[src/rtl/core/rtwg_pkg.sv]
// ----------------------------------------------------------------------------
// rtwg_pkg
// Types and constants shared by the raster tile window generator.
// ----------------------------------------------------------------------------
package rtwg_pkg;

	// Coordinate width of the raster and of all window fields.
	localparam int COORD_W = 16;
	// Walk position width: two bits of headroom over a coordinate.
	localparam int POS_W   = COORD_W + 2;
	// Width of the configuration register index.
	localparam int CFG_IDX_W = 3;

	// Configuration register indexes.
	typedef enum logic [CFG_IDX_W-1:0] {
		REG_RASTER_WIDTH  = 3'd0,
		REG_RASTER_HEIGHT = 3'd1,
		REG_TILE_WIDTH    = 3'd2,
		REG_TILE_HEIGHT   = 3'd3,
		REG_HALO_MARGIN   = 3'd4,
		REG_HALO_MODE     = 3'd5
	} cfg_reg_t;

	// Register reset values.
	localparam logic [COORD_W-1:0] RST_RASTER_WIDTH  = COORD_W'(1024);
	localparam logic [COORD_W-1:0] RST_RASTER_HEIGHT = COORD_W'(1024);
	localparam logic [COORD_W-1:0] RST_TILE_WIDTH    = COORD_W'(256);
	localparam logic [COORD_W-1:0] RST_TILE_HEIGHT   = COORD_W'(256);
	localparam logic [COORD_W-1:0] RST_HALO_MARGIN   = '0;
	localparam logic               RST_HALO_MODE     = 1'b0;

	// Configuration as seen by the walk logic.
	typedef struct packed {
		logic [COORD_W-1:0] raster_width;
		logic [COORD_W-1:0] raster_height;
		logic [COORD_W-1:0] tile_width;
		logic [COORD_W-1:0] tile_height;
		logic [COORD_W-1:0] halo_margin;
		logic               halo_mode;
	} rtwg_cfg_t;

	// Walk state carried from one request to the next.
	typedef struct packed {
		logic [POS_W-1:0] cur_x;
		logic [POS_W-1:0] cur_y;
		logic             started;
		logic             finished;
	} rtwg_state_t;

	// One window descriptor.
	typedef struct packed {
		logic               more;
		logic [COORD_W-1:0] win_x;
		logic [COORD_W-1:0] win_y;
		logic [COORD_W-1:0] win_width;
		logic [COORD_W-1:0] win_height;
	} rtwg_win_t;

endpackage

[src/rtl/core/rtwg_walk.sv]
// ----------------------------------------------------------------------------
// rtwg_walk
// Single-step walk logic: from the current walk state and the restart bit,
// forms the next state and the window descriptor for one request.
// ----------------------------------------------------------------------------
module rtwg_walk
	import rtwg_pkg::*;
(
	input  rtwg_cfg_t   cfg,
	input  logic        restart,
	input  rtwg_state_t cur,
	output rtwg_state_t nxt,
	output rtwg_win_t   win
);

	localparam int SUM_W = POS_W + 1;

	// Step from one window to the next; halo mode adds a margin past the origin.
	function automatic logic [POS_W-1:0] step_amt(
		input logic [POS_W-1:0]   pos,
		input logic [COORD_W-1:0] tile,
		input logic               halo,
		input logic [COORD_W-1:0] margin
	);
		logic [POS_W-1:0] amt;
		amt = POS_W'(tile);
		if (halo && (pos != '0)) begin
			amt = POS_W'(tile) + POS_W'(margin);
		end
		return amt;
	endfunction

	// Row wrap or end test, evaluated without wrap-around.
	function automatic logic past_end(
		input logic [POS_W-1:0]   pos,
		input logic [COORD_W-1:0] limit,
		input logic               halo,
		input logic [COORD_W-1:0] margin
	);
		logic [SUM_W-1:0] pad;
		pad = halo ? SUM_W'(margin) : SUM_W'(1);
		return (SUM_W'(pos) + pad) >= SUM_W'(limit);
	endfunction

	// Window extent with halo widening and clipping at the raster edge.
	function automatic logic [COORD_W-1:0] win_size(
		input logic [POS_W-1:0]   pos,
		input logic [COORD_W-1:0] tile,
		input logic [COORD_W-1:0] limit,
		input logic               halo,
		input logic [COORD_W-1:0] margin
	);
		logic [POS_W-1:0] sz;
		logic [SUM_W-1:0] reach;
		sz = POS_W'(tile);
		if (halo) begin
			if (pos == '0) begin
				sz = POS_W'(tile) + POS_W'(margin);
			end else begin
				sz = POS_W'(tile) + (POS_W'(margin) << 1);
			end
		end
		reach = SUM_W'(pos) + SUM_W'(sz);
		if (reach >= SUM_W'(limit)) begin
			sz = POS_W'(limit) - pos;
		end
		return sz[COORD_W-1:0];
	endfunction

	rtwg_state_t      base;
	logic [SUM_W-1:0] x_sum;
	logic [SUM_W-1:0] y_sum;
	logic [POS_W-1:0] x_pos;
	logic [POS_W-1:0] y_pos;
	logic             wrap_x;
	logic             end_y;

	// Restart rewinds the walk before the request is served.
	always_comb begin
		base = cur;
		if (restart) begin
			base = '0;
		end
	end

	// Horizontal step, then the row wrap and vertical step.
	always_comb begin
		x_sum = SUM_W'(base.cur_x)
			+ SUM_W'(step_amt(base.cur_x, cfg.tile_width, cfg.halo_mode, cfg.halo_margin));
		x_pos = base.started ? x_sum[POS_W-1:0] : '0;
		wrap_x = past_end(x_pos, cfg.raster_width, cfg.halo_mode, cfg.halo_margin);
		y_sum = SUM_W'(base.cur_y)
			+ SUM_W'(step_amt(base.cur_y, cfg.tile_height, cfg.halo_mode, cfg.halo_margin));
		y_pos = wrap_x ? y_sum[POS_W-1:0] : base.cur_y;
		end_y = wrap_x && past_end(y_pos, cfg.raster_height, cfg.halo_mode, cfg.halo_margin);
	end

	// Next state and descriptor; a finished walk answers with an empty window.
	always_comb begin
		nxt = base;
		win = '0;
		if (!base.finished) begin
			nxt.started  = 1'b1;
			nxt.cur_x    = wrap_x ? '0 : x_pos;
			nxt.cur_y    = y_pos;
			nxt.finished = end_y;
			if (!end_y) begin
				win.more       = 1'b1;
				win.win_x      = nxt.cur_x[COORD_W-1:0];
				win.win_y      = y_pos[COORD_W-1:0];
				win.win_width  = win_size(nxt.cur_x, cfg.tile_width, cfg.raster_width,
					cfg.halo_mode, cfg.halo_margin);
				win.win_height = win_size(y_pos, cfg.tile_height, cfg.raster_height,
					cfg.halo_mode, cfg.halo_margin);
			end
		end
	end

endmodule

[src/rtl/core/raster_tile_window_generator.sv]
// ----------------------------------------------------------------------------
// raster_tile_window_generator
// Hands out read windows over a raster one request at a time, walking
// row-major in tile steps, with optional halo overlap and edge clipping.
// ----------------------------------------------------------------------------
//
//   channel   handshake            payload
//   -------   ------------------   --------------------------------------------
//   request   in_valid / in_ready  restart
//   window    out_valid/out_ready  more, win_x, win_y, win_width, win_height
//   config    cfg_we               cfg_index, cfg_data
//
// One request per cycle while the output is not stalled. A request is served in
// the cycle it is taken and its window appears in the output register on the
// next cycle; the loop through the walk state registers sets the rate.
// A stalled output stops new requests only while the output register is full
// and not being taken. Reset rewinds the walk and restores register defaults.
// ----------------------------------------------------------------------------
module raster_tile_window_generator
	import rtwg_pkg::*;
(
	input  logic                 clk,
	input  logic                 arst_n,
	input  logic                 in_valid,
	output logic                 in_ready,
	input  logic                 restart,
	output logic                 out_valid,
	input  logic                 out_ready,
	output logic                 more,
	output logic [COORD_W-1:0]   win_x,
	output logic [COORD_W-1:0]   win_y,
	output logic [COORD_W-1:0]   win_width,
	output logic [COORD_W-1:0]   win_height,
	input  logic                 cfg_we,
	input  logic [CFG_IDX_W-1:0] cfg_index,
	input  logic [COORD_W-1:0]   cfg_data
);

	rtwg_cfg_t   cfg_q;
	rtwg_state_t walk_q;
	rtwg_state_t walk_nxt;
	rtwg_win_t   win_nxt;
	rtwg_win_t   win_q;
	logic        out_valid_q;
	logic        accept;

	// Configuration register file; unknown indexes are ignored.
	always_ff @(posedge clk or negedge arst_n) begin
		if (!arst_n) begin
			cfg_q.raster_width  <= RST_RASTER_WIDTH;
			cfg_q.raster_height <= RST_RASTER_HEIGHT;
			cfg_q.tile_width    <= RST_TILE_WIDTH;
			cfg_q.tile_height   <= RST_TILE_HEIGHT;
			cfg_q.halo_margin   <= RST_HALO_MARGIN;
			cfg_q.halo_mode     <= RST_HALO_MODE;
		end else if (cfg_we) begin
			case (cfg_reg_t'(cfg_index))
				REG_RASTER_WIDTH:  cfg_q.raster_width  <= cfg_data;
				REG_RASTER_HEIGHT: cfg_q.raster_height <= cfg_data;
				REG_TILE_WIDTH:    cfg_q.tile_width    <= cfg_data;
				REG_TILE_HEIGHT:   cfg_q.tile_height   <= cfg_data;
				REG_HALO_MARGIN:   cfg_q.halo_margin   <= cfg_data;
				REG_HALO_MODE:     cfg_q.halo_mode     <= cfg_data[0];
				default: ;
			endcase
		end
	end

	// A request is taken whenever the output register is free or draining.
	assign in_ready = !out_valid_q || out_ready;
	assign accept   = in_valid && in_ready;

	rtwg_walk u_walk (
		.cfg     (cfg_q),
		.restart (restart),
		.cur     (walk_q),
		.nxt     (walk_nxt),
		.win     (win_nxt)
	);

	// Walk state and output valid.
	always_ff @(posedge clk or negedge arst_n) begin
		if (!arst_n) begin
			walk_q      <= '0;
			out_valid_q <= 1'b0;
		end else begin
			if (accept) begin
				walk_q      <= walk_nxt;
				out_valid_q <= 1'b1;
			end else if (out_ready) begin
				out_valid_q <= 1'b0;
			end
		end
	end

	// Output payload register.
	always_ff @(posedge clk) begin
		if (accept) begin
			win_q <= win_nxt;
		end
	end

	assign out_valid  = out_valid_q;
	assign more       = win_q.more;
	assign win_x      = win_q.win_x;
	assign win_y      = win_q.win_y;
	assign win_width  = win_q.win_width;
	assign win_height = win_q.win_height;

endmodule

[config.mk]
export PLATFORM = sky130hd
export DESIGN_NAME = raster_tile_window_generator
export DESIGN_NICKNAME = d
export VERILOG_FILES = /design/src/rtl/core/rtwg_pkg.sv /design/src/rtl/core/rtwg_walk.sv /design/src/rtl/core/raster_tile_window_generator.sv
export SDC_FILE = /design/constraint.sdc
export NUM_CORES = 1
export LEC_CHECK = 0
export ABC_CLOCK_PERIOD_IN_PS = 16700
export BUFFER_PORTS_ARGS = -buffer_cell sky130_fd_sc_hd__buf_2
export CAP_MARGIN = 20
export CORE_AREA = 8 8 225 173
export CTS_BUF_LIST = sky130_fd_sc_hd__clkbuf_4
export DETAILED_ROUTE_END_ITERATION = 12
export DIE_AREA = 0 0 233 181
export PLACE_DENSITY = 0.81
export SKIP_CTS_REPAIR_TIMING = 1
export SLEW_MARGIN = 20
export SYNTH_ARGS = -nofsm -noshare
export SYNTH_HDL_FRONTEND = slang
export SYNTH_SLANG_ARGS = --single-unit
[constraint.sdc]
create_clock -name clk -period 16.7 [get_ports clk]
set_input_delay 3.34 -clock clk [delete_from_list [all_inputs] [get_ports clk]]
set_output_delay 3.34 -clock clk [all_outputs]
set_load 0.05 [all_outputs]
==> results of run 1 <==
[flip-flops by register name (all words and copies together) (netlist names)]
| signal | flops |
|---|---|
| win_y | 16 |
| win_height | 16 |
| walk_q | 38 |
| out_valid | 1 |
| cfg_q | 81 |
| win_x | 16 |
| win_width | 16 |
| more | 1 |
[synthesized netlist by cell type (42+ instances only)]
cell type	number	area share
sky130_fd_sc_hd__dfrtp_1	116	0.15
sky130_fd_sc_hd__xor2_1	42	0.019
sky130_fd_sc_hd__ha_1	258	0.17
sky130_fd_sc_hd__a21oi_1	175	0.046
sky130_fd_sc_hd__edfxtp_1	65	0.10
sky130_fd_sc_hd__xnor2_1	104	0.047
sky130_fd_sc_hd__nor2b_1	59	0.019
sky130_fd_sc_hd__o21ai_0	139	0.036
sky130_fd_sc_hd__nor3_1	57	0.015
sky130_fd_sc_hd__nand2_1	191	0.037
sky130_fd_sc_hd__nand3_1	53	0.014
sky130_fd_sc_hd__clkbuf_1	47	0.0092
sky130_fd_sc_hd__nor2_1	173	0.034
sky130_fd_sc_hd__a21o_1	47	0.018
sky130_fd_sc_hd__inv_1	121	0.024
sky130_fd_sc_hd__mux2_2	80	0.047
[layout make-up]
cell class	instances	area, um2
antenna	1	2.50
clock buffer	20	150
clock inverter	12	163
fill	3133	14700
inverter	123	462
multi-input combinational	1845	13500
sequential	185	4960
tap	465	582
timing repair buffer	134	793
[per-stage QoR]
step,std cells,worst slack (ps),hold WS [ps],cell area (um2)
2_1_floorplan,2223,1290,442,19200
3_3_place_gp,2752,606,455,20300
3_5_place_dp,2752,348,462,20300
4_1_cts,2784,1020,496,20600
5_1_grt,2785,179,520,20700
6_report,2785,541,497,20700
[critical path, delay by kind of cell]
family | cells | cell delay [ps]
simple gates | 11 | 2780
xor+xnor | 2 | 320
fa+ha+maj | 6 | 1960
compound gates | 23 | 5640
mux | 3 | 1190
buf+inv | 5 | 1290
[cell families (layout without fill, tap and decap cells)]
group,after synthesis,in the layout
other cells,1,2
xor+xnor,148,148
mux,117,117
buf+inv,193,289
fa+ha+maj,271,271
simple gates,707,707
compound gates,601,601
flops,185,185
[path summary, 6_finish.rpt]
kind,startpoint,end,slack [ps],cells past startpoint
max in group asynchronous,arst_n,cfg_q[44],12970,2
worst max register to register,cfg_q[1],win_height[14],2780,50
worst min register to register,walk_q[17],walk_q[17],500,2
min in group asynchronous,arst_n,cfg_q[54],2550,1
worst min-delay path,walk_q[17],walk_q[17],500,2
worst max-delay path,restart,win_height[14],540,50
[layer usage]
layer | vias up | global-route usage | wire length (um)
met3 | 126 | 0.0645 | 5970
met5 | - | 0 | 0
li1 | 8305 | - | -
met1 | 8588 | 0.430 | 29500
met4 | 0 | 0.0920 | 1840
met2 | 844 | 0.421 | 26100
==> qor_table.md, run 1 <==
| Step | Item | This run |
|:---|:---|:---|
| logic synthesis | Mux share of post-synthesis cell area | 0.0664 |
| sta | Final-report setup violation count | 0 |
| logic synthesis | Main synth FF type | sky130_fd_sc_hd__dfrtp_1 |
| logic synthesis | Number of enable flip-flop cells after synthesis | 65 |
| route | Via count | 17.9k |
| sta | Maximum operating frequency | 0.0619 GHz |
| worst setup path | Crit path kind | in2reg |
| global routing | Pin count of the biggest net entering global routing | 71 |
| status | Outcome | complete, no violations |
| logic synthesis | Adder-cell share of the synthesized area | 0.181 |
| worst setup path | Longest individual stage delay on the worst path | 720 ps |
| sta | Period minus WS final | 16,160 ps |
| sta | Max-slew headroom at the worst pin | 0.297 |
| finish | Leading cell types in the layout, fill and taps excluded | sky130_fd_sc_hd__ha_1 (258), sky130_fd_sc_hd__nand2_1 (191), sky130_fd_sc_hd__a21oi_1 (175) |
| cts | TritonCTS sink count | 185 |
| worst setup path | Data arrival at the endpoint of the critical path | 16,550 ps |
| route | Average routed wire per standard cell | 22.8 um |
| worst setup path | Endpoint type of the worst setup path | flip-flop |
| finish | Post-layout utilization of the core | 0.584 |
| logic synthesis | Synth Area per Inst | 8.66 um2 |
| logic synthesis | Xor and xnor fraction of the mapped netlist area | 0.0688 |
| global routing | Number of antenna violations at the first check in global routing | 1 |
| finish | Layout area overhead | 7.34% |
| job | Max_cap viols | 0 |
| die | Die outline height | 181 um |
| logic synthesis | Async S/R FF share, synth | 0.649 |
| sta | Actual slew at the worst max-slew pin | 1050 ps |
| logic synthesis | Synth Register Bits | 185 |
| global routing | Number of global-route vias before repair | 17.0k |
| route | Total wirelength of the detailed-routed design | 63.4 mm |
| global routing | Wire length of the first global-routing pass | 97.3 mm |
| cts | Skew-Pair Late Insertion Delay | 700 ps |
| finish | Net count of the finished layout | 2,601 |
| die | # rows | 60 |
| logic synthesis | Net Count, Synth | 2,518 |
| logic synthesis | Cells after Synth | 2,223 |
| logic synthesis | Synth unique cells | 94 |
| die | Die Outline Area | 42,200 um2 |
| worst hold path | Type of the worst min-delay path | reg2reg |
| worst setup path | CP max FO | 20 |
| finish | Most common library cell in the layout ignoring fill and taps | sky130_fd_sc_hd__ha_1 |
| place | Number of buffer cells added on primary ports | 91 |
| worst setup path | Worst path slowest cell | sky130_fd_sc_hd__o41ai_1 |
| logic synthesis | YS warnings | 0 |
| route | Drt drc | 0 |
| route | Starting DRC count in detailed routing | 1,900 |
| sta | Count of final max-slew check failures | 0 |
| die | Die width | 233 um |
| logic synthesis | Syn Std Cell Area | 19,200 um2 |
| worst setup path | Critical path launch point type | primary input |
| logic synthesis | Share of the synthesized area in compound gates (AO/OA/AOI/OAI) | 0.205 |
| logic synthesis | Simple-gate share of the synthesized area | 0.181 |
| cts | CTS max path bufs | 2 |
| cts | Root buffer cell | sky130_fd_sc_hd__clkbuf_4 |
| place | Final estimated routing congestion in global placement | 1.02 |
| logic synthesis | Proportion of synthesized chip area in sequential cells | 0.258 |
| worst setup path | Most frequent cell on the critical path | sky130_fd_sc_hd__ha_1 |
| sta | Number of hold-slack violations in the final timing report | 0 |
| route | Total iterations of the first detailed-routing run | 6 |
| sta | Clock Skews | 45.0 ps |
| die | Starting utilization of the core area | 0.544 |
| sta | Setup tns final | 0 ps |
| cts | TritonCTS buffer count | 17 |
| sta | Final Cycle Share | 0.968 |
| die | Top-Level Pins | 92 |
| logic synthesis | Dominant combinational cell family by area after synthesis | compound AO/OA/AOI/OAI gates |
| worst setup path | CP Data Required Time | 17,090 ps |
| route | Detailed-route vias per instance | 6.41 |
| route | Remaining number of nets flagged by the antenna check after routing | 0 |
| cts | CTS clock-pin slew for the worst setup and hold paths | 160 ps |
| finish | Fraction of final layout cells with drive strength greater than 1 | 0.127 |
| global routing | Overall track demand over capacity in global routing | 0.293 |
| global routing | Overflow left after global routing | 0 |
| die | Area of the core region | 35,400 um2 |
| cts | CTS tree | done |
| sta | RSZ-0062 raised after global routing | no |
| place | HPWL after detailed placement | 49.8 mm |
| cts | H-tree Lvls | 4 |
Power of run 1 is not shown: default switching activity piles up to over one toggle a cycle in this logic, so the estimate is an artifact.
==> run 2: changes to the inputs <==
--- a/config.mk
+++ b/config.mk
@@ -8,11 +8,14 @@
 export ABC_CLOCK_PERIOD_IN_PS = 16700
 export BUFFER_PORTS_ARGS = -buffer_cell sky130_fd_sc_hd__buf_2
 export CAP_MARGIN = 20
-export CORE_AREA = 8 8 225 173
+export CELL_PAD_IN_SITES_DETAIL_PLACEMENT = 1
+export CELL_PAD_IN_SITES_GLOBAL_PLACEMENT = 1
+export CORE_AREA = 8 8 236 181
 export CTS_BUF_LIST = sky130_fd_sc_hd__clkbuf_4
 export DETAILED_ROUTE_END_ITERATION = 12
-export DIE_AREA = 0 0 233 181
-export PLACE_DENSITY = 0.81
+export DIE_AREA = 0 0 244 189
+export PLACE_DENSITY = 0.92
+export REMOVE_ABC_BUFFERS = 1
 export SKIP_CTS_REPAIR_TIMING = 1
 export SLEW_MARGIN = 20
 export SYNTH_ARGS = -nofsm -noshare
==> run 2 against run 1 <==
Against the previous run:
- design area is 0.13% lower
- first-iteration DRC count is 26% lower
- critical path depth is 4 higher
- worst setup slack better by 110 ps
- register-to-register slack worse by 110 ps
- via count is 1.3% higher
- clock skew is 0.55 ps lower
- global-route usage is 0.76 points higher
- worst hold slack better by 5.1 ps
- cell count is 1.5% higher
==> qor_table.md, run 2 (synthesis gave the netlist of run 1 again) <==
| Step | Item | This run | Change |
|:---|:---|:---|:---|
| route | Total iterations of the first detailed-routing run | 5 | -1 |
| route | Total wirelength of the detailed-routed design | 70.7 mm | +12% |
| global routing | Overflow left after global routing | 0 | unchanged |
| sta | RSZ-0062 raised after global routing | no |  |
| cts | TritonCTS buffer count | 17 | unchanged |
| cts | H-tree Lvls | 4 | unchanged |
| global routing | Number of antenna violations at the first check in global routing | 2 | +1 |
| finish | Leading cell types in the layout, fill and taps excluded | sky130_fd_sc_hd__ha_1 (258), sky130_fd_sc_hd__nand2_1 (191), sky130_fd_sc_hd__a21oi_1 (175) |  |
| route | Drt drc | 0 | unchanged |
| global routing | Pin count of the biggest net entering global routing | 71 | unchanged |
| worst hold path | End of the worst hold path | walk_q[2] |  |
| worst hold path | Type of the worst min-delay path | reg2reg |  |
| sta | Actual slew at the worst max-slew pin | 1170 ps | +113 ps |
| worst setup path | Register-to-register setup slack | 2670 ps | -110 ps |
| worst setup path | Source of the worst register-to-register timing path | cfg_q[1] |  |
| finish | Net count of the finished layout | 2,587 | -0.54% |
| cts | Skew-Pair Late Insertion Delay | 730 ps | +30 ps |
| die | Area of the core region | 39,000 um2 | +10% |
| die | # rows | 63 | +5.0% |
| job | Max_cap viols | 0 | unchanged |
| die | Starting utilization of the core area | 0.493 | -0.0510 |
| sta | Fin Hold WS | 502 ps | +5.07 ps |
| worst setup path | CP delay by family, top | compound AO/OA/AOI/OAI gates |  |
| status | Outcome | complete, no violations |  |
| die | Top-Level Pins | 92 | unchanged |
| worst setup path | CP max FO | 29 | +45% |
| die | Die outline height | 189 um | +4.4% |
| worst hold path | Number of cells on the worst hold path | 2 | unchanged |
| worst setup path | Endpoint type of the worst setup path | flip-flop |  |
| worst setup path | End of the worst register-to-register path | win_height[15] |  |
| route | Starting DRC count in detailed routing | 1,415 | -26% |
| place | HPWL after detailed placement | 55.9 mm | +12% |
| finish | Fraction of final layout cells with drive strength greater than 1 | 0.121 | -0.00530 |
| cts | CTS tree | done |  |
| sta | Max-slew headroom at the worst pin | 0.212 | -0.0851 |
| route | Via count | 18.1k | +1.3% |
| sta | Final Cycle Share | 0.961 | -0.00641 |
| die | Die width | 244 um | +4.7% |
| route | Detailed-route vias per instance | 6.40 | -0.25% |
| sta | Number of hold-slack violations in the final timing report | 0 | unchanged |
| sta | Period minus WS final | 16,050 ps | -107 ps |
| finish | Layout area overhead | 7.20% |  |
| sta | Final-report setup violation count | 0 | unchanged |
| place | Final estimated routing congestion in global placement | 0.969 | -4.9% |
| worst setup path | Most frequent cell on the critical path | sky130_fd_sc_hd__ha_1 |  |
| cts | CTS max path bufs | 2 | unchanged |
| sta | Count of final max-slew check failures | 0 | unchanged |
| worst setup path | Data arrival at the endpoint of the critical path | 16,550 ps | about the same |
| worst setup path | Length in cells of the worst reg-to-reg path | 55 | +10% |
| finish | Most common library cell in the layout ignoring fill and taps | sky130_fd_sc_hd__ha_1 |  |
| die | Die Outline Area | 46,100 um2 | +9.3% |
| cts | TritonCTS sink count | 185 | unchanged |
| worst setup path | Worst Path Buf+Inv | 4 | -1 |
| finish | Largest register FFs | 81 | unchanged |
| cts | CTS clock-pin slew for the worst setup and hold paths | 160 ps | about the same |
| route | Average routed wire per standard cell | 25.0 um | +9.9% |
| worst hold path | Startpoint of the worst hold path | walk_q[2] |  |
| sta | Maximum operating frequency | 0.0623 GHz | +0.67% |
| worst setup path | CP Data Required Time | 17,190 ps | +100 ps |
| cts | Root buffer cell | sky130_fd_sc_hd__clkbuf_4 |  |
| global routing | Number of global-route vias before repair | 18.5k | +8.9% |
| global routing | Wire length of the first global-routing pass | 109 mm | +12% |
| sta | Clock Skews | 44.4 ps | -0.549 ps |
| place | Pre-CTS setup slack | -68.2 ps | -416 ps |
| worst setup path | Crit path kind | in2reg |  |
| global routing | Overall track demand over capacity in global routing | 0.301 | +0.00764 |
| worst setup path | Longest individual stage delay on the worst path | 510 ps | -210 ps |
| sta | Fin worst setup slack | 648 ps | +107 ps |
| worst setup path | Worst path slowest cell | sky130_fd_sc_hd__a2111oi_0 |  |
| route | Remaining number of nets flagged by the antenna check after routing | 0 | unchanged |
| worst setup path | Critical path launch point type | primary input |  |
| finish | Registers with the highest flip-flop counts | cfg_q (81), walk_q (38) |  |
| finish | Register containing the most flip-flops in the final layout | cfg_q |  |
| place | Number of buffer cells added on primary ports | 91 | unchanged |
[run 2: changes by cell type in the layout (fill, tap and decap cells not counted), sizes merged]
cell	change
buf	-15
clkinv	+3
clkbuf	-2
bufinv	+1
clkinvlp	-1
diode	+1
[run 2: area by class of cell]
| cell class | instances | area, um2 |
|---|---|---|
| Clock buffer | 17 | 128 |
| Fill cell | 4646 | 18400 |
| Clock inverter | 15 | 195 |
| Antenna cell | 2 | 5.00 |
| Tap cell | 520 | 651 |
| Multi-Input combinational cell | 1845 | 13600 |
| Inverter | 123 | 462 |
| Sequential cell | 185 | 4960 |
| Timing Repair Buffer | 120 | 678 |
[run 2: metal layers]
metal	global-route usage	vias to the layer above	part of all wire
met5	0	-	0
met2	0.455	680	0.43
met1	0.439	9027	0.47
met4	0.0913	0	0.028
li1	-	8258	-
met3	0.0431	122	0.066
[run 2: worst reg2reg max path: cells and delay by family, from the launching register on]
kind                     cells  cell delay [ps]
buffers and inverters        2              440
XOR/XNOR                     4              590
AND/OR/NAND/NOR             10             2060
flip-flops                   1              500
adder cells (fa/ha/maj)      8             2380
multiplexers                 2              700
AO/OA/AOI/OAI               29             7160
[run 2: worst max-delay path by stage]
stage                     startpoint        endpoint  depth (start not counted)
after floorplan              restart  win_height[14]                         55
after global placement       restart  win_height[15]                         54
after detailed placement     restart  win_height[14]                         51
after CTS                    restart  win_height[14]                         51
after global routing         restart  win_height[15]                         53
final                        restart  win_height[15]                         54
[run 2: through the flow]
| stage | util | setup TNS (ps) | area [um2] | instances |
|---|---|---|---|---|
| 2_1_floorplan | - | 0 | 18900 | 2153 |
| 3_3_place_gp | 0.520 | 0 | 20300 | 2793 |
| 3_5_place_dp | 0.520 | -146 | 20300 | 2793 |
| 4_1_cts | 0.528 | 0 | 20600 | 2825 |
| 5_1_grt | 0.529 | 0 | 20600 | 2827 |
| 6_report | 0.529 | 0 | 20600 | 2827 |
Power of run 2 is left out for the same reason.
